### config.mk
export PLATFORM = sky130hd
export DESIGN_NAME = mau_ctrl
export DESIGN_NICKNAME = d
export VERILOG_FILES = /design/src/design/mau_pkg.sv /design/src/design/mau_ctrl.sv
export SDC_FILE = /design/constraint.sdc
export NUM_CORES = 1
export LEC_CHECK = 0
export BUFFER_PORTS_ARGS = -buffer_cell sky130_fd_sc_hd__clkbuf_2
export CORE_AREA = 2 2 39 41
export DETAILED_ROUTE_END_ITERATION = 7
export DIE_AREA = 0 0 41 43
export GPL_TIMING_DRIVEN = 1
export PLACE_DENSITY = 0.42
export RECOVER_POWER = 100
export SETUP_SLACK_MARGIN = 0.15
export SLEW_MARGIN = 25
export SYNTH_ARGS = -nofsm -noshare
export SYNTH_HDL_FRONTEND = slang
export SYNTH_SLANG_ARGS = --single-unit
### constraint.sdc
create_clock -name i_clk -period 1.85 [get_ports i_clk]
set_clock_uncertainty 0.05 [all_clocks]
set_input_delay 0.0925 -clock i_clk [delete_from_list [all_inputs] [get_ports i_clk]]
set_output_delay 0.0925 -clock i_clk [all_outputs]
set_load 0.05 [all_outputs]
### src/design/mau_pkg.sv
// shared types and constants for the monomial arithmetic unit
package mau_pkg;

    localparam int MAU_NUM_VARS  = 8;
    localparam int MAU_EXP_BITS  = 8;
    localparam int MAU_COEF_BITS = 32;

    localparam int MAU_COEF_W = 32;
    localparam int MAU_EXPS_W = 64;
    localparam int MAU_OP_W   = 2;
    localparam int MAU_CFG_W  = 4;

    localparam logic [MAU_CFG_W-1:0] MAU_ACTIVE_RESET = 4'd8;

    typedef enum logic [MAU_OP_W-1:0] {
        OP_GCD  = 2'd0,
        OP_MUL  = 2'd1,
        OP_ADD  = 2'd2,
        OP_NONE = 2'd3
    } t_op;

    typedef enum logic [1:0] {
        ST_OK       = 2'd0,
        ST_MISMATCH = 2'd1,
        ST_COEF_OVF = 2'd2,
        ST_EXP_OVF  = 2'd3
    } t_status;

    typedef struct packed {
        logic load;
        logic mul_en;
        logic gcd_start;
        logic finish;
    } t_dp_cmd;

    typedef struct packed {
        logic is_gcd;
        logic gcd_done;
    } t_dp_stat;

endpackage

### src/design/mau_ctrl.sv
// controller state machine: input and output handshakes and datapath sequencing
module mau_ctrl import mau_pkg::*; (
    input  logic     i_clk,
    input  logic     i_rst_n,
    input  logic     i_in_valid,
    output logic     o_in_stall,
    output logic     o_out_valid,
    input  logic     i_out_stall,
    output t_dp_cmd  o_cmd,
    input  t_dp_stat i_stat
);

    typedef enum logic [1:0] {
        S_IDLE,
        S_EXEC,
        S_GCD,
        S_FINISH
    } t_state;

    t_state  r_state;
    t_state  n_state;
    logic    r_in_stall;
    logic    r_out_valid;
    logic    n_out_valid;
    t_dp_cmd w_cmd;

    always_comb begin
        n_state     = r_state;
        w_cmd       = '0;
        n_out_valid = r_out_valid && i_out_stall;
        case (r_state)
            S_IDLE: begin
                if (i_in_valid) begin
                    w_cmd.load = 1'b1;
                    n_state    = S_EXEC;
                end
            end
            S_EXEC: begin
                w_cmd.mul_en = 1'b1;
                if (i_stat.is_gcd) begin
                    w_cmd.gcd_start = 1'b1;
                    n_state         = S_GCD;
                end else begin
                    n_state = S_FINISH;
                end
            end
            S_GCD: begin
                if (i_stat.gcd_done) begin
                    n_state = S_FINISH;
                end
            end
            S_FINISH: begin
                // wait until the output word has been taken
                if (!r_out_valid || !i_out_stall) begin
                    w_cmd.finish = 1'b1;
                    n_out_valid  = 1'b1;
                    n_state      = S_IDLE;
                end
            end
            default: begin
                n_state = S_IDLE;
            end
        endcase
    end

    always_ff @(posedge i_clk) begin
        if (!i_rst_n) begin
            r_state     <= S_IDLE;
            r_in_stall  <= 1'b0;
            r_out_valid <= 1'b0;
        end else begin
            r_state     <= n_state;
            r_in_stall  <= (n_state != S_IDLE);
            r_out_valid <= n_out_valid;
        end
    end

    assign o_cmd       = w_cmd;
    assign o_in_stall  = r_in_stall;
    assign o_out_valid = r_out_valid;

endmodule
==> flow_metrics.py <==
metrics = {
    "run_status": {
        "status": "finished, final reports clean",
    },
    "global_route": {
        "first_global_vias": 164,
        "track_usage_pct": 5.23,
        "grt_pass1_wl_um": 614,
        "antenna_found_initial": 0,
        "gr-total-overflow": 0,
        "grt_max_degree": 6,
    },
    "synthesis": {
        "synth_largest_area_cell": "dfxtp_1",
        "ys_warn_count": 0,
        "ys_seq_area_share_pct": 43.2,
        "syn_inst": 20,
        "ys_ff_latch": 4,
        "netlist_area_um2": 185,
        "postSynthAreaPerCell_um2": 9.26,
        "syn-num-nets": 26,
        "synth_area_leaders": "dfxtp_1, mux4_1, and2_1",
        "synth_top_area_share_pct": 43.2,
        "ys_types": 11,
    },
    "cts": {
        "post_cts_buffers": 0,
        "clk_latency_ps": 230,
        "clk_pin_slew_ps": 40,
        "tritoncts": "done",
        "htreeDepth": 1,
        "ctsHoldBuffers": 0,
        "cts.sinks": 4,
        "cts_root_buffer": "clkbuf_4",
        "clk_path_buf_depth": 2,
        "cts-resized-gates": 0,
        "numCtsBuffers": 3,
    },
    "final_layout": {
        "drive_gt1_share_pct": 32.4,
        "nets": 42,
        "diodes": 0,
        "areaGrowthSynthToFinish_pct": 50.0,
        "fill_cells": 166,
    },
    "floorplanning": {
        "rows": 14,
        "fp.coreArea_mm2": 0.00138,
        "dieArea_mm2": 0.00176,
        "die_h_um": 43,
        "num_io_pins": 12,
        "die_w_um": 41,
        "start_util_pct": 13.4,
    },
    "timing": {
        "tightestPinTransition_ps": 592,
        "maxSlewHeadroom_pct": 60.7,
        "setup_tns_ps": 0,
        "final.min_clock_period_ps": 1520,
        "max_freq_mhz": 660,
        "setup_slack_ps": 334,
        "setup_viol": 0,
        "fin_crit_sh_pct": 82.0,
        "rsz0062_at_grt": "no",
        "finalMaxSlewViolations": 0,
        "hold_viol_final": 0,
    },
    "setup_path": {
        "crit_path_max_fanout": 5,
        "worstSetupStartpointType": "register",
        "required_ps": 1710,
        "ff2ff_path_depth": 2,
        "crit_type": "register to output pin",
        "worst_ep_arrival_time_ps": 1370,
        "critPathLaunch": "r_state[0]",
        "timing.rr.end": "r_state[0]",
        "cp-end-kind": "output pin",
        "r2r-start": "r_state[0]",
        "ff2ff_setup_slack_ps": 590,
    },
    "pwr": {
        "p_total_mw": 0.278,
        "power.density_mw_per_mm2": 1000,
        "power.clock.fraction_pct": 38.1,
        "leakagePower_nw": 0.115,
        "p_seq_share_pct": 36.6,
        "intPower_mw": 0.187,
        "power_frac_comb_pct": 25.4,
        "switching_share_pct": 32.6,
        "p_switching_mw": 0.0904,
        "ir_drop_mv": 0.257,
    },
    "min_path": {
        "hp-class": "input port to register",
        "min_from": "i_rst_n",
        "whs_path_depth": 2,
        "hold_path_end": "r_state[0]",
    },
    "detailed_routing": {
        "remaining_drc_errors": 0,
        "vias": 186,
        "wire_per_inst_um": 8.10,
        "ant_nets": 0,
        "vias_per_cell": 3.72,
        "drt_iter0_markers": 0,
        "drt-pass1-iter-count": 1,
        "wl_um": 405,
    },
    "placement": {
        "place_congestion": 0.687,
        "io_buffers": 11,
        "pre_cts_slack_ps": 602,
    },
    "job": {
        "cap_viol_max_count": 0,
    },
}
==> cells in the final DEF, fill, tap and decap left out <==
cell / instances
and2_1: 2
nor2_1: 4
nand2_1: 2
clkbuf_1: 6
o21ai_0: 1
dfxtp_1: 4
clkinvlp_2: 1
and2_4: 1
mux4_1: 1
a21boi_0: 1
and2_0: 1
nor3_1: 1
clkbuf_2: 5
nor2b_2: 1
clkbuf_4: 3
==> through the flow <==
step | cells | instance area, µm² | util [%] | hold slack (ps)
floorplan | 20 | 188 | - | 162
global placement | 47 | 263 | 19.0 | 282
detailed placement | 47 | 263 | 19.0 | 281
CTS | 50 | 285 | 20.6 | 43.9
global route | 50 | 278 | 20.1 | 75.3
finish | 50 | 278 | 20.1 | 55.9
==> sequential cells by signal (all words and copies together) (netlist names) <==
register     cells
o_in_stall       1
r_state          2
o_out_valid      1
==> cells in the mapped netlist <==
library cell	number
and2_1	3
o21ai_0	1
mux4_1	1
a21boi_0	1
nand2_1	2
nor2b_1	1
clkinvlp_2	1
nor3_1	1
nor2_1	4
and2_4	1
dfxtp_1	4
==> worst max path at each step <==
stage / endpoint / slack (ps) / depth (start not counted)
after floorplan: o_cmd[1] / 320 / 2
after global placement: r_state[0] / 610 / 2
after detailed placement: r_state[0] / 600 / 2
after CTS: o_cmd[1] / 510 / 3
after global routing: o_cmd[1] / 260 / 3
final: o_cmd[1] / 330 / 3
==> kinds of logic (layout without fill, tap and decap cells) <==
kind of cell	after synthesis	in the layout	synth area share, %
and+or+nand+nor	12	12	33.1
buffers and inverters	1	15	2.70
AOI/OAI and AO/OA	2	2	6.76
DFF	4	4	43.2
muxes	1	1	14.2
==> final cells by class <==
cell class | instances | area [µm²] | area share (%)
multi-input combinational | 15 | 103 | 36.9
sequential | 4 | 80.1 | 28.8
timing repair buffer | 11 | 47.5 | 17.1
clock buffer | 3 | 22.5 | 8.11
tap | 16 | 20.0 | 7.21
inverter | 1 | 5.00 | 1.80
==> worst max-delay path: stages, from the launching register on <==
cell	delay, ps
dfxtp_1	390
nor2b_2	170
and2_1	120
clkbuf_1	460
==> power groups by stage <==
| stage | Clock (mW) | Sequential, mW | Combinational [mW] |
|---|---|---|---|
| 3_3_place_gp | 0 | 0.103 | 0.0741 |
| 6_report | 0.106 | 0.102 | 0.0704 |
| 5_1_grt | 0.115 | 0.102 | 0.0750 |
| 3_5_place_dp | 0 | 0.103 | 0.0736 |
| 2_1_floorplan | 0 | 0.112 | 0.0453 |
| 4_1_cts | 0.112 | 0.101 | 0.0741 |
==> routing by layer <==
| layer | wire, µm | global-route usage (%) |
|---|---|---|
| met5 | 0 | 0 |
| met4 | 0 | 4.00 |
| met3 | 58 | 1.57 |
| met2 | 148 | 6.56 |
| met1 | 198 | 7.12 |
No activity file was read; power rests on OpenSTA's default activity.
