<file path="config.mk">
export PLATFORM = sky130hd
export DESIGN_NAME = mau_dp
export DESIGN_NICKNAME = d
export VERILOG_FILES = /design/src/design/mau_pkg.sv /design/src/design/mau_gcd.sv /design/src/design/mau_dp.sv
export SDC_FILE = /design/constraint.sdc
export NUM_CORES = 2
export LEC_CHECK = 0
export ABC_AREA = 1
export BUFFER_PORTS_ARGS = -buffer_cell sky130_fd_sc_hd__buf_2
export CORE_MARGIN = 10
export CORE_UTILIZATION = 60
export DETAILED_ROUTE_END_ITERATION = 12
export HOLD_SLACK_MARGIN = 0.15
export PLACE_DENSITY = 0.78
export SETUP_SLACK_MARGIN = 0.2
export SLEW_MARGIN = 20
export SYNTH_ARGS = -nofsm -noshare
export SYNTH_HDL_FRONTEND = slang
export SYNTH_SLANG_ARGS = --single-unit
</file>
<file path="constraint.sdc">
create_clock -name i_clk -period 11.3 [get_ports i_clk]
set_clock_uncertainty 0.15 [all_clocks]
set_input_delay 1.695 -clock i_clk [delete_from_list [all_inputs] [get_ports i_clk]]
set_output_delay 1.695 -clock i_clk [all_outputs]
set_load 0.005 [all_outputs]
</file>
<file path="src/design/mau_pkg.sv">
// shared types and constants for the monomial arithmetic unit
package mau_pkg;

    localparam int MAU_NUM_VARS  = 8;
    localparam int MAU_EXP_BITS  = 8;
    localparam int MAU_COEF_BITS = 32;

    localparam int MAU_COEF_W = 32;
    localparam int MAU_EXPS_W = 64;
    localparam int MAU_OP_W   = 2;
    localparam int MAU_CFG_W  = 4;

    localparam logic [MAU_CFG_W-1:0] MAU_ACTIVE_RESET = 4'd8;

    typedef enum logic [MAU_OP_W-1:0] {
        OP_GCD  = 2'd0,
        OP_MUL  = 2'd1,
        OP_ADD  = 2'd2,
        OP_NONE = 2'd3
    } t_op;

    typedef enum logic [1:0] {
        ST_OK       = 2'd0,
        ST_MISMATCH = 2'd1,
        ST_COEF_OVF = 2'd2,
        ST_EXP_OVF  = 2'd3
    } t_status;

    typedef struct packed {
        logic load;
        logic mul_en;
        logic gcd_start;
        logic finish;
    } t_dp_cmd;

    typedef struct packed {
        logic is_gcd;
        logic gcd_done;
    } t_dp_stat;

endpackage

</file>
<file path="src/design/mau_gcd.sv">
// iterative binary gcd of two unsigned magnitudes, one step per cycle
module mau_gcd import mau_pkg::*; #(
    parameter int MAG_BITS = MAU_COEF_BITS
) (
    input  logic                i_clk,
    input  logic                i_rst_n,
    input  logic                i_start,
    input  logic [MAG_BITS-1:0] i_a,
    input  logic [MAG_BITS-1:0] i_b,
    output logic                o_done,
    output logic [MAG_BITS-1:0] o_gcd
);

    localparam int KW = $clog2(MAG_BITS);

    logic                r_busy;
    logic                r_done;
    logic [MAG_BITS-1:0] r_a;
    logic [MAG_BITS-1:0] r_b;
    logic [MAG_BITS-1:0] r_g;
    logic [KW-1:0]       r_k;
    logic                w_fin;

    assign w_fin = (r_a == '0) || (r_b == '0) || (r_a == r_b);

    always_ff @(posedge i_clk) begin
        if (!i_rst_n) begin
            r_busy <= 1'b0;
            r_done <= 1'b0;
        end else begin
            r_done <= 1'b0;
            if (i_start) begin
                r_busy <= 1'b1;
            end else if (r_busy && w_fin) begin
                r_busy <= 1'b0;
                r_done <= 1'b1;
            end
        end
    end

    always_ff @(posedge i_clk) begin
        if (i_start) begin
            r_a <= i_a;
            r_b <= i_b;
            r_k <= '0;
        end else if (r_busy) begin
            if (w_fin) begin
                r_g <= ((r_a == '0) ? r_b : r_a) << r_k;
            end else if (!r_a[0] && !r_b[0]) begin
                r_a <= r_a >> 1;
                r_b <= r_b >> 1;
                r_k <= r_k + 1'b1;
            end else if (!r_a[0]) begin
                r_a <= r_a >> 1;
            end else if (!r_b[0]) begin
                r_b <= r_b >> 1;
            end else if (r_a > r_b) begin
                r_a <= (r_a - r_b) >> 1;
            end else begin
                r_b <= (r_b - r_a) >> 1;
            end
        end
    end

    assign o_done = r_done;
    assign o_gcd  = r_g;

endmodule

</file>
<file path="src/design/mau_dp.sv">
// datapath: operand and config registers, product, exponent lanes, result register
module mau_dp import mau_pkg::*; #(
    parameter int NUM_VARS  = MAU_NUM_VARS,
    parameter int EXP_BITS  = MAU_EXP_BITS,
    parameter int COEF_BITS = MAU_COEF_BITS
) (
    input  logic                  i_clk,
    input  logic                  i_rst_n,
    input  t_dp_cmd               i_cmd,
    output t_dp_stat              o_stat,
    input  logic                  i_cfg_we,
    input  logic [MAU_CFG_W-1:0]  i_cfg_wdata,
    input  logic [MAU_OP_W-1:0]   i_operation,
    input  logic [MAU_COEF_W-1:0] i_coef_a,
    input  logic [MAU_EXPS_W-1:0] i_exps_a,
    input  logic [MAU_COEF_W-1:0] i_coef_b,
    input  logic [MAU_EXPS_W-1:0] i_exps_b,
    output logic [MAU_COEF_W-1:0] o_res_coef,
    output logic [MAU_EXPS_W-1:0] o_res_exps,
    output logic [1:0]            o_status
);

    localparam int     EW   = NUM_VARS * EXP_BITS;
    localparam longint CMAX = (longint'(1) <<< (COEF_BITS - 1)) - longint'(1);
    localparam logic [EXP_BITS-1:0] EMAX = '1;

    logic [MAU_CFG_W-1:0]         r_av;
    t_op                          r_op;
    logic signed [COEF_BITS-1:0]  r_ca;
    logic signed [COEF_BITS-1:0]  r_cb;
    logic [EW-1:0]                r_ea;
    logic [EW-1:0]                r_eb;
    logic signed [2*COEF_BITS-1:0] r_prod;
    logic [MAU_COEF_W-1:0]        r_res_coef;
    logic [MAU_EXPS_W-1:0]        r_res_exps;
    t_status                      r_status;

    logic [COEF_BITS-1:0]         w_mag_a;
    logic [COEF_BITS-1:0]         w_mag_b;
    logic                         w_gcd_done;
    logic [COEF_BITS-1:0]         w_gcd;
    logic signed [COEF_BITS:0]    w_sum;
    logic [EW-1:0]                w_ex_min;
    logic [EW-1:0]                w_ex_sum;
    logic [EW-1:0]                w_ex_a;
    logic                         w_mismatch;
    logic                         w_eovf;
    logic signed [COEF_BITS-1:0]  w_rc;
    logic [EW-1:0]                w_re;
    logic                         w_covf;
    t_status                      w_st;

    // config register
    always_ff @(posedge i_clk) begin
        if (!i_rst_n) begin
            r_av <= MAU_ACTIVE_RESET;
        end else if (i_cfg_we) begin
            r_av <= i_cfg_wdata;
        end
    end

    always_ff @(posedge i_clk) begin
        if (i_cmd.load) begin
            r_op <= t_op'(i_operation);
            r_ca <= i_coef_a[COEF_BITS-1:0];
            r_cb <= i_coef_b[COEF_BITS-1:0];
            r_ea <= i_exps_a[EW-1:0];
            r_eb <= i_exps_b[EW-1:0];
        end
        if (i_cmd.mul_en) begin
            r_prod <= r_ca * r_cb;
        end
        if (i_cmd.finish) begin
            r_res_coef <= MAU_COEF_W'(w_rc);
            r_res_exps <= MAU_EXPS_W'(w_re);
            r_status   <= w_st;
        end
    end

    assign w_mag_a = r_ca[COEF_BITS-1] ? (~unsigned'(r_ca) + 1'b1) : unsigned'(r_ca);
    assign w_mag_b = r_cb[COEF_BITS-1] ? (~unsigned'(r_cb) + 1'b1) : unsigned'(r_cb);

    mau_gcd #(
        .MAG_BITS (COEF_BITS)
    ) u_gcd (
        .i_clk   (i_clk),
        .i_rst_n (i_rst_n),
        .i_start (i_cmd.gcd_start),
        .i_a     (w_mag_a),
        .i_b     (w_mag_b),
        .o_done  (w_gcd_done),
        .o_gcd   (w_gcd)
    );

    // per-variable exponent lanes
    always_comb begin
        logic [EXP_BITS-1:0] x;
        logic [EXP_BITS-1:0] y;
        logic [EXP_BITS:0]   s;
        w_ex_min   = '0;
        w_ex_sum   = '0;
        w_ex_a     = '0;
        w_mismatch = 1'b0;
        w_eovf     = 1'b0;
        for (int i = 0; i < NUM_VARS; i++) begin
            x = r_ea[i*EXP_BITS +: EXP_BITS];
            y = r_eb[i*EXP_BITS +: EXP_BITS];
            s = {1'b0, x} + {1'b0, y};
            if (r_av > MAU_CFG_W'(i)) begin
                w_ex_min[i*EXP_BITS +: EXP_BITS] = (x < y) ? x : y;
                w_ex_sum[i*EXP_BITS +: EXP_BITS] = s[EXP_BITS] ? EMAX : s[EXP_BITS-1:0];
                w_ex_a[i*EXP_BITS +: EXP_BITS]   = x;
                if (s[EXP_BITS]) begin
                    w_eovf = 1'b1;
                end
                if (x != y) begin
                    w_mismatch = 1'b1;
                end
            end
        end
    end

    assign w_sum = r_ca + r_cb;

    always_comb begin
        w_rc   = '0;
        w_re   = '0;
        w_covf = 1'b0;
        w_st   = ST_OK;
        case (r_op)
            OP_GCD: begin
                if (longint'(w_gcd) > CMAX) begin
                    w_rc   = COEF_BITS'(CMAX);
                    w_covf = 1'b1;
                end else begin
                    w_rc = signed'(w_gcd);
                end
                w_re = w_ex_min;
                w_st = w_covf ? ST_COEF_OVF : ST_OK;
            end
            OP_MUL: begin
                if (r_prod > CMAX) begin
                    w_rc   = COEF_BITS'(CMAX);
                    w_covf = 1'b1;
                end else if (r_prod < -CMAX) begin
                    w_rc   = COEF_BITS'(-CMAX);
                    w_covf = 1'b1;
                end else begin
                    w_rc = r_prod[COEF_BITS-1:0];
                end
                w_re = w_ex_sum;
                w_st = w_covf ? ST_COEF_OVF : (w_eovf ? ST_EXP_OVF : ST_OK);
            end
            OP_ADD: begin
                if (w_mismatch) begin
                    // most negative input folds to the symmetric range, no flag
                    w_rc = (r_ca < -CMAX) ? COEF_BITS'(-CMAX) : r_ca;
                end else if (w_sum > CMAX) begin
                    w_rc   = COEF_BITS'(CMAX);
                    w_covf = 1'b1;
                end else if (w_sum < -CMAX) begin
                    w_rc   = COEF_BITS'(-CMAX);
                    w_covf = 1'b1;
                end else begin
                    w_rc = w_sum[COEF_BITS-1:0];
                end
                w_re = w_ex_a;
                w_st = w_mismatch ? ST_MISMATCH : (w_covf ? ST_COEF_OVF : ST_OK);
            end
            default: begin
                w_rc   = '0;
                w_re   = '0;
                w_covf = 1'b0;
                w_st   = ST_OK;
            end
        endcase
    end

    assign o_stat.is_gcd   = (r_op == OP_GCD);
    assign o_stat.gcd_done = w_gcd_done;
    assign o_res_coef      = r_res_coef;
    assign o_res_exps      = r_res_exps;
    assign o_status        = r_status;

endmodule

</file>
==> flow_summary.yaml <==
status:
  outcome: "complete, no violations"
routing:
  drcViolationCount: 0
  routed_wl_um: 236000
  wl_per_cell_um: 22.9
  drtAntennaViolNets: 0
  vias_per_cell: 5.82
  vias: 60100
  first_iter_violations: 7871
  drt_first_pass_iters: 7
worst_setup_path:
  timing.rr.start: "r_cb[2]"
  slowest_stage: "fa_1"
  crit_chain: "buf_4 > nand2_1 > inv_1 > fa_1 > fa_1 > fa_1 > buf_4 > fa_1 > inv_1 > fa_1 > inv_1 > fa_1 > fa_1 > fa_1 > ha_1 > a21oi_1 > inv_1 > a31oi_1 > nand2_1 > a221oi_1 > o21ai_0 > a21oi_1 > xnor2_1"
  max_stage_delay_ns: 0.83
  path_buf_inv: 6
  critPathLaunch: "r_cb[2]"
  path_class: "flop to flop"
  path_max_fanout: 25
  critPathTopFamily: "adder cells"
  worstSetupStartpointType: "flop"
  critical_path_arrival_ns: 9.55
  cpMostUsedCell: "fa_1"
  cp.required_ns: 11.55
  cp-end-kind: "flop"
placement:
  dp_cells: 10200
  post_dp_cell_area_um2: 72500
  portBuffers: 304
  pre_cts_slack_ns: 2.15
  dpl.hpwl_um: 186000
  finalWeightedCongestion: 1.02
cells_and_area:
  syn_to_final_growth_pct: 6.60
  drive_gt1_frac: 0.0619
  layout_common_cells: "nand2_1, inv_1, fa_1"
  final_cells: 10300
  finish.instance_area_um2: 74400
  final_common_cell: "nand2_1"
  nets: 10500
timing:
  fin_crit_ns: 9.30
  slew_headroom: 0.195
  worstMarginPinSlew_ns: 1.21
  hold_viol: 0
  final_max_slew_viol_count: 0
  rsz0062_at_grt: "no"
  fin_setup_tns_ns: 0
  setup_slack_ns: 2.00
  finalSetupViolations: 0
  max_freq_mhz: 108
  fin_crit_sh: 0.823
logic_synthesis:
  seq_area_frac_synth: 0.198
  synth_seq_cells: 463
  netlist_instances: 8692
  ys.flop_type: "edfxtp_1"
  yosysUniqueCellTypes: 63
  async_reset_ff_frac: 0
  avgSynthCellArea_um2: 8.03
  synthesis.nets: 10400
  synth_area_um2: 69800
  yosysWarningCount: 0
  synth_edf_count: 452
floorplanning:
  die_h_um: 361
  start_util: 0.602
  rows: 125
  die_area_um2: 130000
  io-pin-count: 305
  core_area_um2: 116000
  fp.dieW_um: 361
global_route:
  grt_use_met1: 0.501
  gr-usage-all-layers: 0.360
  busiest_layer: "met2"
  grt_use_met3: 0.0972
  grtUsageMet2: 0.534
  globalRouteOverflowTotal: 0
  grt_pass1_wl_um: 362000
  grt_pass1_vias: 60800
  antenna_found_initial: 14
  grt_max_degree: 82
cts:
  cts_tree: "built"
  cts_hold_buf: 0
  cts_setup_buffers: 0
  cts_buffers: 54
  cts_max_level: 2
  clk_latency_ns: 0.68
  clk_pin_slew_ns: 0.07
  cts_buffer_depth: 3
  cts.sinks: 463
  cts-resized-gates: 0
  root_buffer: "clkbuf_16"
hold_path:
  hold_start: "r_av[0]"
  hp-class: "flop to flop"
job:
  maxCapViolCount: 0
==> sequential cells by signal, indices dropped and copies added, names as in the netlist <==
| register | cells |
|---|---|
| o_res_coef | 32 |
| o_res_exps | 64 |
| o_status | 2 |
| r_av | 4 |
| r_ca | 32 |
| r_cb | 32 |
| r_ea | 64 |
| r_eb | 64 |
| r_op | 2 |
| r_prod | 64 |
| u_gcd.o_done | 1 |
| u_gcd.o_gcd | 32 |
| u_gcd.r_a | 32 |
| u_gcd.r_b | 32 |
| u_gcd.r_busy | 1 |
| u_gcd.r_k | 5 |
==> worst reg2reg max path, stage by stage, from the launching register on <==
cell and delay [ns]:
edfxtp_1 0.78, buf_4 0.47, nand2_1 0.18, inv_1 0.17
fa_1 0.46, fa_1 0.55, fa_1 0.43, buf_4 0.22
fa_1 0.84, inv_1 0.38, fa_1 0.58, inv_1 0.06
fa_1 0.55, fa_1 0.44, fa_1 0.48, ha_1 0.40
a21oi_1 0.28, inv_1 0.07, a31oi_1 0.26, nand2_1 0.13
a221oi_1 0.57, o21ai_0 0.18, a21oi_1 0.30, xnor2_1 0.10
==> layer usage <==
layer	part of all wire	up-vias
met2	0.43	3723
met3	0.13	627
met5	0.00058	-
met1	0.39	29300
li1	-	26400
met4	0.046	17
==> layout make-up <==
| type | count | area (um^2) |
|---|---|---|
| flip-flops and latches | 463 | 13800 |
| repair buffers | 408 | 2310 |
| clock inverters | 31 | 404 |
| well taps | 1524 | 1910 |
| inverters | 2072 | 7780 |
| multi-input cells | 5772 | 46700 |
| fillers | 9865 | 41500 |
| diodes | 2 | 5.00 |
| clock buffers | 71 | 1480 |
==> worst paths after layout <==
path           endpoint  slack [ns]  cells after the start
max reg2reg  r_prod[57]        2.00                     23
min reg2reg     r_av[0]        0.38                      2
min             r_av[0]        0.38                      2
max          r_prod[57]        2.00                     23
==> stage by stage <==
| stage | hold slack [ns] | util |
|---|---|---|
| CTS | 0.377 | 0.642 |
| floorplan | 0.309 | - |
| global route | 0.408 | 0.642 |
| detailed placement | 0.368 | 0.625 |
| finish | 0.378 | 0.642 |
| global placement | 0.368 | 0.625 |
==> cells by family after synthesis <==
kind of cell | share of synthesized area
adder cells (fa/ha/maj) | 0.388
buffers and inverters | 0.133
AND/OR/NAND/NOR | 0.176
multiplexers | 0.00172
XOR/XNOR | 0.0237
flip-flops | 0.198
AO/OA/AOI/OAI | 0.0801
==> synthesized netlist by cell type, types with 9 or more instances <==
cell	n	share of area
nand2_1	2152	0.12
inv_1	2057	0.11
fa_1	1093	0.31
nor2_1	475	0.026
a21oi_1	458	0.033
edfxtp_1	452	0.19
ha_1	413	0.074
clkbuf_1	308	0.017
o21ai_0	284	0.020
nand3_1	241	0.017
xor2_1	123	0.015
xnor2_1	66	0.0083
nor3_1	56	0.0040
nand4_1	51	0.0046
o211ai_1	45	0.0048
buf_1	42	0.0023
nor4_1	36	0.0032
o21bai_1	34	0.0037
o22ai_1	31	0.0028
a31oi_1	30	0.0027
o21ai_1	20	0.0014
buf_2	18	0.0013
o21a_1	16	0.0017
or2_2	15	0.0013
a221o_1	12	0.0017
mux2i_1	12	0.0017
a21o_1	11	0.0012
dfxtp_1	11	0.0032
a211oi_1	9	0.00097
a22oi_1	9	0.00097
and2_1	9	0.00081
clkbuf_2	9	0.00065
Power is left out: the tool's default activity adds up to more than one toggle a clock period on the data nets, which glitch-free logic cannot reach.
